[src/hdl/r40wl_pkg.sv]
package r40wl_pkg;

    localparam int MAX_WORDS_DEF  = 20;
    localparam int CHARS_PER_WORD = 6;
    // characters actually packed per word: two halves of three
    localparam int PACK_LIMIT     = (CHARS_PER_WORD < 6) ? CHARS_PER_WORD : 6;

    localparam int CHAR_W   = 8;
    localparam int CODE_W   = 6;
    localparam int HALF_W   = 16;
    localparam int INDEX_W  = 5;
    localparam int CCOUNT_W = 3;

    localparam logic [CHAR_W-1:0] CH_NUL   = 8'h00;
    localparam logic [CHAR_W-1:0] CH_SPACE = 8'h20;
    localparam logic [CHAR_W-1:0] CH_COMMA = 8'h2C;
    localparam logic [CHAR_W-1:0] CH_DASH  = 8'h2D;
    localparam logic [CHAR_W-1:0] CH_DOT   = 8'h2E;
    localparam logic [CHAR_W-1:0] CASE_GAP = 8'h20;

    localparam logic [CHAR_W-1:0] LETTER_BIAS = 8'd64;  // 'A' - 1
    localparam logic [CHAR_W-1:0] DIGIT_BIAS  = 8'd18;  // '1' - 31
    localparam logic [CODE_W-1:0] DASH_CODE   = 6'd27;  // '-' code

    localparam logic [HALF_W-1:0] WEIGHT_HI  = 16'd1600;
    localparam logic [HALF_W-1:0] WEIGHT_MID = 16'd40;
    localparam logic [HALF_W-1:0] WEIGHT_LO  = 16'd1;

    typedef enum logic [2:0] {
        ST_WORD    = 3'd0,
        ST_FINAL   = 3'd1,
        ST_END     = 3'd2,
        ST_EMPTY   = 3'd3,
        ST_BADCHAR = 3'd4,
        ST_TOOMANY = 3'd5
    } t_status;

    typedef struct packed {
        logic [CCOUNT_W-1:0] chars;
        logic [HALF_W-1:0]   first_half;
        logic [HALF_W-1:0]   second_half;
        logic                discarding;
        logic                after_term;
    } t_lex_state;

    typedef struct packed {
        t_status             status;
        logic [HALF_W-1:0]   first_half;
        logic [HALF_W-1:0]   second_half;
        logic [INDEX_W-1:0]  word_index;
        logic                done;
    } t_lex_result;

    // character code 1..39, or 0 for an illegal byte
    function automatic logic [CODE_W-1:0] classify(input logic [CHAR_W-1:0] c_in);
        logic [CHAR_W-1:0] c;
        logic [CODE_W-1:0] code;
        c    = c_in;
        code = '0;
        if (c inside {["a":"z"]}) begin
            c = c - CASE_GAP;
        end
        if (c inside {["A":"Z"]}) begin
            code = CODE_W'(c - LETTER_BIAS);
        end else if (c inside {["1":"9"]}) begin
            code = CODE_W'(c - DIGIT_BIAS);
        end else if (c == CH_DASH) begin
            code = DASH_CODE;
        end
        return code;
    endfunction

endpackage

[src/hdl/radix40_word_lexer_core.sv]
// Channel  | Direction | Handshake                 | Payload
// ---------+-----------+---------------------------+----------------------------------------
// input    | in        | i_in_valid / o_in_ready   | i_char_code
// result   | out       | o_out_valid / i_out_ready | o_status, o_word_first_half,
//          |           |                           | o_word_second_half, o_word_index,
//          |           |                           | o_command_done
//
// One character per cycle while no result stall holds the input. A transfer lands in the input
// register and is lexed from there; its result (if any) then enters the result register.
// Synchronous active-low reset clears both valid flags and the lexer state.
// A result held in the result register stalls only a character that makes a result;
// characters that make none keep flowing underneath it.
module radix40_word_lexer_core #(
    parameter int MAX_WORDS = r40wl_pkg::MAX_WORDS_DEF
) (
    input  logic                              i_clk,
    input  logic                              i_rst_n,
    input  logic                              i_in_valid,
    output logic                              o_in_ready,
    input  logic [r40wl_pkg::CHAR_W-1:0]      i_char_code,
    output logic                              o_out_valid,
    input  logic                              i_out_ready,
    output logic [2:0]                        o_status,
    output logic [r40wl_pkg::HALF_W-1:0]      o_word_first_half,
    output logic [r40wl_pkg::HALF_W-1:0]      o_word_second_half,
    output logic [r40wl_pkg::INDEX_W-1:0]     o_word_index,
    output logic                              o_command_done
);

    localparam int WCNT_W = $clog2(MAX_WORDS + 1);

    logic                           r_in_valid;
    logic [r40wl_pkg::CHAR_W-1:0]   r_char;
    r40wl_pkg::t_lex_state          r_state;
    r40wl_pkg::t_lex_state          n_state;
    logic [WCNT_W-1:0]              r_words;
    logic [WCNT_W-1:0]              n_words;
    logic                           r_out_valid;
    r40wl_pkg::t_lex_result         r_res;
    r40wl_pkg::t_lex_result         n_res;
    logic                           res_valid;
    logic                           advance;

    r40wl_step #(
        .MAX_WORDS (MAX_WORDS),
        .WCNT_W    (WCNT_W)
    ) u_step (
        .i_char      (r_char),
        .i_state     (r_state),
        .i_words     (r_words),
        .o_state     (n_state),
        .o_words     (n_words),
        .o_res_valid (res_valid),
        .o_res       (n_res)
    );

    // hold the character only while its result cannot enter the result register
    assign advance    = r_in_valid && (!res_valid || !r_out_valid || i_out_ready);
    assign o_in_ready = !r_in_valid || advance;

    always_ff @(posedge i_clk) begin
        if (!i_rst_n) begin
            r_in_valid  <= 1'b0;
            r_out_valid <= 1'b0;
            r_state     <= '0;
            r_words     <= '0;
        end else begin
            if (o_in_ready) begin
                r_in_valid <= i_in_valid;
            end
            if (advance) begin
                r_state <= n_state;
                r_words <= n_words;
            end
            if (advance && res_valid) begin
                r_out_valid <= 1'b1;
            end else if (i_out_ready) begin
                r_out_valid <= 1'b0;
            end
        end
    end

    always_ff @(posedge i_clk) begin
        if (o_in_ready && i_in_valid) begin
            r_char <= i_char_code;
        end
        if (advance && res_valid) begin
            r_res <= n_res;
        end
    end

    assign o_out_valid        = r_out_valid;
    assign o_status           = r_res.status;
    assign o_word_first_half  = r_res.first_half;
    assign o_word_second_half = r_res.second_half;
    assign o_word_index       = r_res.word_index;
    assign o_command_done     = r_res.done;

endmodule

[src/hdl/r40wl_step.sv]
module r40wl_step #(
    parameter int MAX_WORDS = r40wl_pkg::MAX_WORDS_DEF,
    parameter int WCNT_W    = $clog2(MAX_WORDS + 1)
) (
    input  logic [r40wl_pkg::CHAR_W-1:0] i_char,
    input  r40wl_pkg::t_lex_state        i_state,
    input  logic [WCNT_W-1:0]            i_words,
    output r40wl_pkg::t_lex_state        o_state,
    output logic [WCNT_W-1:0]            o_words,
    output logic                         o_res_valid,
    output r40wl_pkg::t_lex_result       o_res
);

    localparam logic [WCNT_W-1:0] WORD_LIMIT = WCNT_W'(MAX_WORDS);

    logic [r40wl_pkg::CODE_W-1:0]   code;
    logic [r40wl_pkg::HALF_W-1:0]   weight;
    logic [r40wl_pkg::HALF_W-1:0]   term;
    logic [WCNT_W+r40wl_pkg::INDEX_W-1:0] words_wide;
    logic                           is_term;
    logic                           full;

    assign code       = r40wl_pkg::classify(i_char);
    assign is_term    = (i_char == r40wl_pkg::CH_NUL) || (i_char == r40wl_pkg::CH_DOT)
                        || (i_char == r40wl_pkg::CH_COMMA);
    assign full       = (i_words >= WORD_LIMIT);
    assign words_wide = {{r40wl_pkg::INDEX_W{1'b0}}, i_words};

    always_comb begin
        case (i_state.chars)
            3'd0, 3'd3: weight = r40wl_pkg::WEIGHT_HI;
            3'd1, 3'd4: weight = r40wl_pkg::WEIGHT_MID;
            default:    weight = r40wl_pkg::WEIGHT_LO;
        endcase
    end

    assign term = r40wl_pkg::HALF_W'({10'd0, code} * weight);

    always_comb begin
        o_state            = i_state;
        o_state.after_term = 1'b0;
        o_words            = i_words;
        o_res_valid        = 1'b0;
        o_res              = '0;
        o_res.status       = r40wl_pkg::ST_WORD;

        if (i_state.discarding) begin
            if (i_char == r40wl_pkg::CH_NUL) begin
                o_state.discarding = 1'b0;
            end
        end else if (is_term) begin
            if (!(i_char == r40wl_pkg::CH_NUL && i_state.after_term)) begin
                o_res_valid         = 1'b1;
                o_res.done          = 1'b1;
                o_state.chars       = '0;
                o_state.first_half  = '0;
                o_state.second_half = '0;
                o_words             = '0;
                if (i_state.chars != '0 && full) begin
                    o_res.status       = r40wl_pkg::ST_TOOMANY;
                    o_state.discarding = (i_char != r40wl_pkg::CH_NUL);
                end else begin
                    if (i_state.chars != '0) begin
                        o_res.status      = r40wl_pkg::ST_FINAL;
                        o_res.first_half  = i_state.first_half;
                        o_res.second_half = i_state.second_half;
                        o_res.word_index  = words_wide[r40wl_pkg::INDEX_W-1:0];
                    end else if (i_words != '0) begin
                        o_res.status     = r40wl_pkg::ST_END;
                        o_res.word_index = words_wide[r40wl_pkg::INDEX_W-1:0];
                    end else begin
                        o_res.status = r40wl_pkg::ST_EMPTY;
                    end
                    o_state.after_term = (i_char != r40wl_pkg::CH_NUL);
                end
            end
        end else if (i_char == r40wl_pkg::CH_SPACE) begin
            if (i_state.chars != '0) begin
                o_res_valid         = 1'b1;
                o_state.chars       = '0;
                o_state.first_half  = '0;
                o_state.second_half = '0;
                if (full) begin
                    o_res.status       = r40wl_pkg::ST_TOOMANY;
                    o_res.done         = 1'b1;
                    o_words            = '0;
                    o_state.discarding = 1'b1;
                end else begin
                    o_res.first_half  = i_state.first_half;
                    o_res.second_half = i_state.second_half;
                    o_res.word_index  = words_wide[r40wl_pkg::INDEX_W-1:0];
                    o_words           = i_words + 1'b1;
                end
            end
        end else if (code == '0) begin
            o_res_valid         = 1'b1;
            o_res.status        = r40wl_pkg::ST_BADCHAR;
            o_res.done          = 1'b1;
            o_state.chars       = '0;
            o_state.first_half  = '0;
            o_state.second_half = '0;
            o_words             = '0;
            o_state.discarding  = 1'b1;
        end else if (i_state.chars < r40wl_pkg::CCOUNT_W'(r40wl_pkg::PACK_LIMIT)) begin
            // pack into the half that this position belongs to
            if (i_state.chars < 3'd3) begin
                o_state.first_half = i_state.first_half + term;
            end else begin
                o_state.second_half = i_state.second_half + term;
            end
            o_state.chars = i_state.chars + 1'b1;
        end
    end

endmodule
[config.mk]
export PLATFORM = sky130hd
export DESIGN_NAME = radix40_word_lexer_core
export DESIGN_NICKNAME = d
export VERILOG_FILES = /design/src/hdl/r40wl_pkg.sv /design/src/hdl/radix40_word_lexer_core.sv /design/src/hdl/r40wl_step.sv
export SDC_FILE = /design/constraint.sdc
export NUM_CORES = 1
export LEC_CHECK = 0
export BUFFER_PORTS_ARGS = -buffer_cell sky130_fd_sc_hd__buf_2
export CORE_ASPECT_RATIO = 0.7
export CORE_MARGIN = 1
export CORE_UTILIZATION = 25
export CTS_CLUSTER_DIAMETER = 60
export DETAILED_ROUTE_END_ITERATION = 7
export GPL_TIMING_DRIVEN = 0
export HOLD_SLACK_MARGIN = 0.1
export PLACE_DENSITY = 0.5
export SETUP_SLACK_MARGIN = 0.5
export SYNTH_ARGS = -nofsm -noshare
export SYNTH_HDL_FRONTEND = slang
export SYNTH_HIERARCHICAL = 1
export SYNTH_SLANG_ARGS = --single-unit
[constraint.sdc]
create_clock -name i_clk -period 14.4 [get_ports i_clk]
set_input_delay 2.88 -clock i_clk [delete_from_list [all_inputs] [get_ports i_clk]]
set_output_delay 2.88 -clock i_clk [all_outputs]
set_load 0.01 [all_outputs]
==> impl_metrics.py, run 1 <==
metrics = {
    "place": {
        "place_area_sq_um": 7910,
        "io_buffer_count": 53,
        "dpl.hpwl_microns": 14400,
        "gp_congestion": 0.850,
        "dp.cells": 1192,
        "post-place-ws_ns": 7.72,
    },
    "power": {
        "netSwitchingFraction_pct": 25.9,
        "leakagePower_nw": 3.59,
        "combPwrFrac_pct": 13.6,
        "p_int_mw": 0.490,
        "clkPwrFrac_pct": 42.7,
        "seq_power_share_pct": 43.7,
        "powerDensity_nw_per_um2": 80.2,
        "switchingPower_mw": 0.171,
        "ir_drop_mv": 0.0438,
    },
    "worst_setup_path": {
        "cp_num_buf_inv": 1,
        "worstPathArrival_ns": 7.01,
        "timing.rr.end": "r_state[17]",
        "critPathMaxStageDelay_ns": 0.54,
        "crit_path_frequent_cell": "ha_1",
        "start_kind": "flip-flop",
        "cp.required_ns": 14.69,
        "crit_slowest_cell": "fa_1",
        "critPathCaptureType": "flip-flop",
        "worstRegToRegCells": 28,
        "cp_max_fo": 6,
        "criticalPathCategory": "flip-flop to flip-flop",
        "reg2reg_slack_ns": 7.67,
        "cp_top_family": "compound AO/OA/AOI/OAI gates",
        "rr_startpoint": "r_char[5]",
    },
    "synth": {
        "synth_edf_count": 49,
        "async_flop_share_pct": 0,
        "yosysWarnings": 6,
        "ys_seq_area_share_pct": 32.9,
        "synth-main-ff-cell": "edfxtp_1",
        "yosys.cell_types.count": 70,
        "syn_nets": 863,
        "netlist_instances": 767,
        "synth_area_per_cell_sq_um": 9.33,
        "synth-seq-cells": 93,
        "synth_area_sq_um": 7150,
    },
    "floorplanning": {
        "die_w_microns": 204,
        "std_cell_rows": 51,
        "io-pin-count": 55,
        "core_area_sq_um": 27900,
        "die_h_microns": 144,
        "start_util_pct": 25.6,
        "die_area_sq_um": 29300,
    },
    "timing": {
        "max_freq_mhz": 149,
        "worstMarginPinSlew_ns": 0.698,
        "rsz0062_at_grt": "false",
        "final.period_utilization_pct": 46.7,
        "setup_slack_ns": 7.67,
        "worst_clock_skew_ns": 0.00845,
        "setup_violations": 0,
        "whs_ns": 0.467,
        "relSlewSlack_pct": 53.0,
        "fin_tns_setup_ns": 0,
        "period_needed_ns": 6.73,
        "final_hold_viol_count": 0,
        "drv_slew": 0,
    },
    "route": {
        "vias": 5587,
        "wl_microns": 18300,
        "drt-pass1-iter-count": 5,
        "drt-initial-drc-count": 299,
        "vias_per_cell": 4.63,
        "drc": 0,
        "wl_per_cell_microns": 15.1,
        "antenna_left": 0,
    },
    "clocking": {
        "clock-sinks": 93,
        "clkLatencyLatePin_ns": 0.36,
        "numCtsBuffers": 9,
        "cts_resized": 0,
        "cts_hold_buf": 0,
        "clock_path_buffers": 2,
        "htreeDepth": 3,
        "post_cts_buffers": 0,
        "clkTransAtPathRegs_ns": 0.07,
        "cts-root-buf": "clkbuf_16",
        "cts_tree": "yes",
    },
    "global_routing": {
        "grt.overflow.total": 0,
        "grt_first_pass_wirelength_microns": 29300,
        "grt_max_degree": 32,
        "grt_pass1_vias": 5290,
        "grt_use_total_pct": 13.0,
        "antenna_found_initial": 0,
    },
    "outcome": {
        "outcome": "complete, no violations",
    },
    "final_layout": {
        "antenna_cells": 0,
        "syn2layout_area_growth_pct": 15.3,
        "fillCellCount": 2991,
        "final_cells": 1208,
        "drive_gt1_share_pct": 14.3,
        "final_area_sq_um": 8250,
        "num-nets-final": 928,
    },
    "hold_path": {
        "whs_path_depth": 2,
        "worstHoldPathType": "flip-flop to flip-flop",
        "min_from": "r_state[36]",
        "holdPathEnd": "r_state[36]",
    },
    "run": {
        "maxCapViolCount": 0,
    },
}
[state kept, by name, indices dropped and copies added, names as in the netlist]
name                cells
o_command_done          1
o_out_valid             1
o_status                3
o_word_first_half      16
o_word_index            5
o_word_second_half     16
r_char                  8
r_in_valid              1
r_state                37
r_words                 5
[placed cells by master, fill, tap and decap left out, drive strengths merged, types with 21 or more instances in the layout]
master    n
nand2   118
buf      75
ha       74
nor2     55
edfxtp   49
mux2i    45
dfxtp    44
inv      41
and2     40
a21oi    35
o21ai    28
a22o     26
xnor2    21
[stage by stage]
step | util (%) | total power [mW]
2_1_floorplan | - | 0.358
3_3_place_gp | 28.2 | 0.384
3_5_place_dp | 28.3 | 0.385
4_1_cts | 29.5 | 0.671
5_1_grt | 29.5 | 0.689
6_report | 29.5 | 0.662
[per-layer routing]
metal  GRT usage [%]  up-vias  part of all wire (%)
li1                -     2871                     -
met1            19.3     2598                    55
met2            18.9      105                    40
met3            2.29       13                   4.0
met4            3.81        0                   1.2
met5               0        -                     0
[cell families after synthesis]
kind of cell             Yosys count  synth area share [%]
flip-flops                        93                  32.9
buffers and inverters             67                  5.04
AND/OR/NAND/NOR                  292                  20.4
multiplexers                      46                  6.45
adder cells (fa/ha/maj)           84                  15.7
XOR/XNOR                          32                  3.92
AO/OA/AOI/OAI                    153                  15.6
[synth_stat cells, types with 3 or more instances]
library cell / instances / area share, %
or4_1: 4 / 0.42
o311ai_1: 3 / 0.37
edfxtp_1: 49 / 21
buf_12: 4 / 1.1
and2_1: 40 / 3.5
and3_1: 7 / 0.61
nor3_1: 13 / 0.91
o22ai_1: 4 / 0.35
o211ai_1: 6 / 0.63
a32o_1: 4 / 0.56
buf_2: 11 / 0.77
a21o_1: 13 / 1.4
nand3b_1: 4 / 0.42
nor2_1: 52 / 2.7
ha_1: 74 / 13
dfxtp_1: 44 / 12
a21oi_1: 35 / 2.4
xor2_1: 11 / 1.3
nand2_1: 116 / 6.1
o21ai_0: 22 / 1.5
o21a_1: 4 / 0.42
nand4_1: 3 / 0.26
mux2i_1: 45 / 6.3
a211oi_2: 4 / 0.70
a22o_1: 26 / 3.2
or3_1: 6 / 0.52
o21ai_1: 4 / 0.28
xnor2_1: 21 / 2.6
inv_1: 37 / 1.9
fa_1: 10 / 2.8
nand3_1: 14 / 0.98
buf_4: 4 / 0.42
o21bai_1: 7 / 0.73
nor2b_1: 9 / 0.79
clkbuf_1: 7 / 0.37
[tightest hold or removal path, stage by stage, from the launching register on]
cell and delay (ns):
dfxtp_1 0.31, nand2_1 0.05, mux2i_1 0.06
[how the worst max path moves through the flow]
stage / from / to / slack (ns) / cells after the start
after CTS: r_char[5] / r_state[17] / 7.68 / 28
after global placement: r_char[5] / r_state[17] / 7.78 / 28
after global routing: r_char[5] / r_state[17] / 7.13 / 28
after floorplan: i_out_ready / o_in_ready / 8.41 / 2
final: r_char[5] / r_state[17] / 7.67 / 28
after detailed placement: r_char[5] / r_state[17] / 7.72 / 28
[final cells by class]
type	instances	area (sq um)	share of cell area (%)
clock inverter	6	116	1.41
multi-input combinational	607	4440	53.9
sequential	93	2350	28.5
timing repair buffer	54	285	3.46
tap	371	464	5.63
inverter	39	146	1.77
clock buffer	10	229	2.78
buffer	28	214	2.59
[power groups by stage]
stage                     Clock, mW  Sequential, mW  Combinational [mW]
after floorplan                   0           0.298              0.0603
after global routing          0.300           0.290              0.0993
after CTS                     0.292           0.289              0.0901
final                         0.283           0.289              0.0897
after detailed placement          0           0.296              0.0897
after global placement            0           0.296              0.0881
Note: power is estimated with default switching activity, not from simulation.
==> run 2, diff against run 1 <==
--- a/config.mk
+++ b/config.mk
@@ -13,7 +13,7 @@
 export DETAILED_ROUTE_END_ITERATION = 7
 export GPL_TIMING_DRIVEN = 0
 export HOLD_SLACK_MARGIN = 0.1
-export PLACE_DENSITY = 0.5
+export PLACE_DENSITY = 0.51
 export SETUP_SLACK_MARGIN = 0.5
 export SYNTH_ARGS = -nofsm -noshare
 export SYNTH_HDL_FRONTEND = slang
==> constraint.sdc (replaced) <==
create_clock -name i_clk -period 5.7 [get_ports i_clk]
set_input_delay 1.14 -clock i_clk [delete_from_list [all_inputs] [get_ports i_clk]]
set_output_delay 1.14 -clock i_clk [all_outputs]
set_load 0.01 [all_outputs]
==> run 2 against run 1 <==
Sequential cell count did not move. Global-route usage increased by 0.51 points. Clock skew is 0.0048 ns higher. Largest power group unchanged. Total power rose to 2.5 times the previous value. Design area grew 14%. Die area unchanged.
==> impl_metrics.py, run 2 (same netlist as run 1, synthesis figures left out) <==
metrics = {
    "timing": {
        "period_needed_ns": 5.70,
        "final.period_utilization_pct": 99.9,
        "fin_tns_setup_ns": 0,
        "final_hold_viol_count": 0,
        "setup_slack_ns": 0.00340,
        "worstMarginPinSlew_ns": 0.722,
        "worst_clock_skew_ns": 0.0133,
        "max_freq_mhz": 176,
        "setup_violations": 0,
        "relSlewSlack_pct": 51.4,
        "drv_slew": 0,
        "rsz0062_at_grt": "true",
    },
    "route": {
        "wl_per_cell_microns": 15.5,
        "vias": 5984,
        "wl_microns": 19600,
        "drt-initial-drc-count": 324,
        "drc": 0,
        "drt-pass1-iter-count": 5,
        "antenna_left": 0,
        "vias_per_cell": 4.72,
    },
    "clocking": {
        "cts_tree": "yes",
        "htreeDepth": 3,
        "numCtsBuffers": 9,
        "cts-root-buf": "clkbuf_16",
        "clock-sinks": 93,
        "clkTransAtPathRegs_ns": 0.07,
        "clkLatencyLatePin_ns": 0.35,
        "clock_path_buffers": 2,
    },
    "floorplanning": {
        "die_h_microns": 144,
        "io-pin-count": 55,
        "die_w_microns": 204,
        "start_util_pct": 25.6,
        "std_cell_rows": 51,
        "core_area_sq_um": 27900,
        "die_area_sq_um": 29300,
    },
    "final_layout": {
        "num-nets-final": 988,
        "largest-register": "r_state",
        "mostFrequentLayoutCells": "nand2_1, buf_2, buf_4, ha_1, edfxtp_1",
        "syn2layout_area_growth_pct": 31.3,
        "largest_register_ffs": 37,
        "drive_gt1_share_pct": 30.7,
        "final_common_cell": "nand2_1",
        "antenna_cells": 0,
    },
    "power": {
        "leakagePower_nw": 4.00,
        "p_int_mw": 1.20,
        "combPwrFrac_pct": 18.3,
        "totalPowerFinal_mw": 1.68,
        "clkPwrFrac_pct": 38.2,
        "ir_drop_mv": 0.143,
        "powerDensity_nw_per_um2": 178,
        "seq_power_share_pct": 43.5,
        "netSwitchingFraction_pct": 28.4,
        "switchingPower_mw": 0.475,
    },
    "worst_setup_path": {
        "worstPathArrival_ns": 5.98,
        "cp_top_family": "adder cells",
        "cp_num_buf_inv": 5,
        "critPathCaptureType": "flip-flop",
        "rr_startpoint": "r_char[1]",
        "critPathMaxStageDelay_ns": 0.48,
        "criticalPathCategory": "flip-flop to flip-flop",
        "crit_slowest_cell": "fa_1",
        "cp.required_ns": 5.98,
        "cp_max_fo": 8,
        "start_kind": "flip-flop",
        "worstRegToRegCells": 28,
        "timing.rr.end": "r_state[17]",
        "reg2reg_slack_ns": 0.003,
    },
    "hold_path": {
        "whs_path_depth": 2,
        "worstHoldPathType": "flip-flop to flip-flop",
        "holdPathEnd": "r_state[36]",
        "min_from": "r_state[36]",
    },
    "place": {
        "gp_congestion": 0.850,
        "post-place-ws_ns": -0.449,
        "dpl.hpwl_microns": 14600,
        "io_buffer_count": 53,
    },
    "global_routing": {
        "grt_first_pass_wirelength_microns": 30900,
        "grt.overflow.total": 0,
        "antenna_found_initial": 0,
        "grt_max_degree": 29,
        "grt_pass1_vias": 5735,
        "grt_use_total_pct": 13.5,
    },
    "run": {
        "maxCapViolCount": 0,
    },
    "outcome": {
        "outcome": "complete, no violations",
    },
}
run 2: changes by cell type in the layout (fill, tap and decap cells not counted), sizes merged:
cell      previous run  this run
bufinv               3         1
clkbuf              17        16
inv                 41        42
clkinvlp             0         2
buf                 75       135
run 2: how the worst max path moves through the flow:
stage / start / endpoint / slack, ns / depth (start not counted)
after detailed placement: r_char[5] / r_state[17] / -0.45 / 30
after global placement: r_char[2] / r_state[17] / -0.41 / 29
after CTS: r_char[1] / r_state[17] / -0.02 / 30
after floorplan: r_char[5] / r_state[17] / 0.30 / 28
final: r_char[1] / r_state[17] / 0.003 / 28
after global routing: r_char[6] / r_state[17] / -0.32 / 29
run 2: timing repair:
action	4_1_cts	5_1_grt
buffers inserted	45	15
gates resized for setup	75	32
endpoints found under the setup margin	14	15
pin swaps	55	31
hold endpoints to repair	0	0
hold buffers	0	0
run 2: per-stage QoR:
step | util (%) | area, sq um | hold slack (ns) | instances
floorplan | - | 7320 | 0.434 | 767
CTS | 32.5 | 9100 | 0.465 | 1253
detailed placement | 28.9 | 8080 | 0.451 | 1192
global route | 33.6 | 9390 | 0.480 | 1268
finish | 33.6 | 9390 | 0.463 | 1268
global placement | 28.8 | 8050 | 0.444 | 1191
run 2: metal layers:
| layer | part of all wire (%) | up-vias | track usage [%] | wire (microns) |
|---|---|---|---|---|
| met4 | 0.70 | 0 | 2.99 | 138 |
| li1 | - | 2998 | - | - |
| met5 | 0 | - | 0 | 0 |
| met2 | 44 | 101 | 21.0 | 8550 |
| met1 | 53 | 2875 | 19.5 | 10300 |
| met3 | 3.0 | 10 | 2.02 | 586 |
run 2: power by group through the flow:
stage	registers [mW]	logic (mW)	clock network [mW]
after floorplan	0.752	0.162	0
after global routing	0.731	0.333	0.674
after detailed placement	0.746	0.238	0
after global placement	0.747	0.233	0
after CTS	0.730	0.287	0.661
final	0.730	0.307	0.639
run 2: final cells by class:
type,count,area (sq um)
Clock buffer,9,225
Clock inverter,7,78.8
Fill cell,2865,18600
Inverter,39,151
Tap cell,371,464
Sequential cell,93,2350
Buffer,28,223
Multi-Input combinational cell,607,5140
Timing Repair Buffer,114,754
run 2: worst min-delay path, cell delays in order (launching register included):
cell and delay (ns):
dfxtp_1 0.31, nand2_1 0.05, mux2i_1 0.06
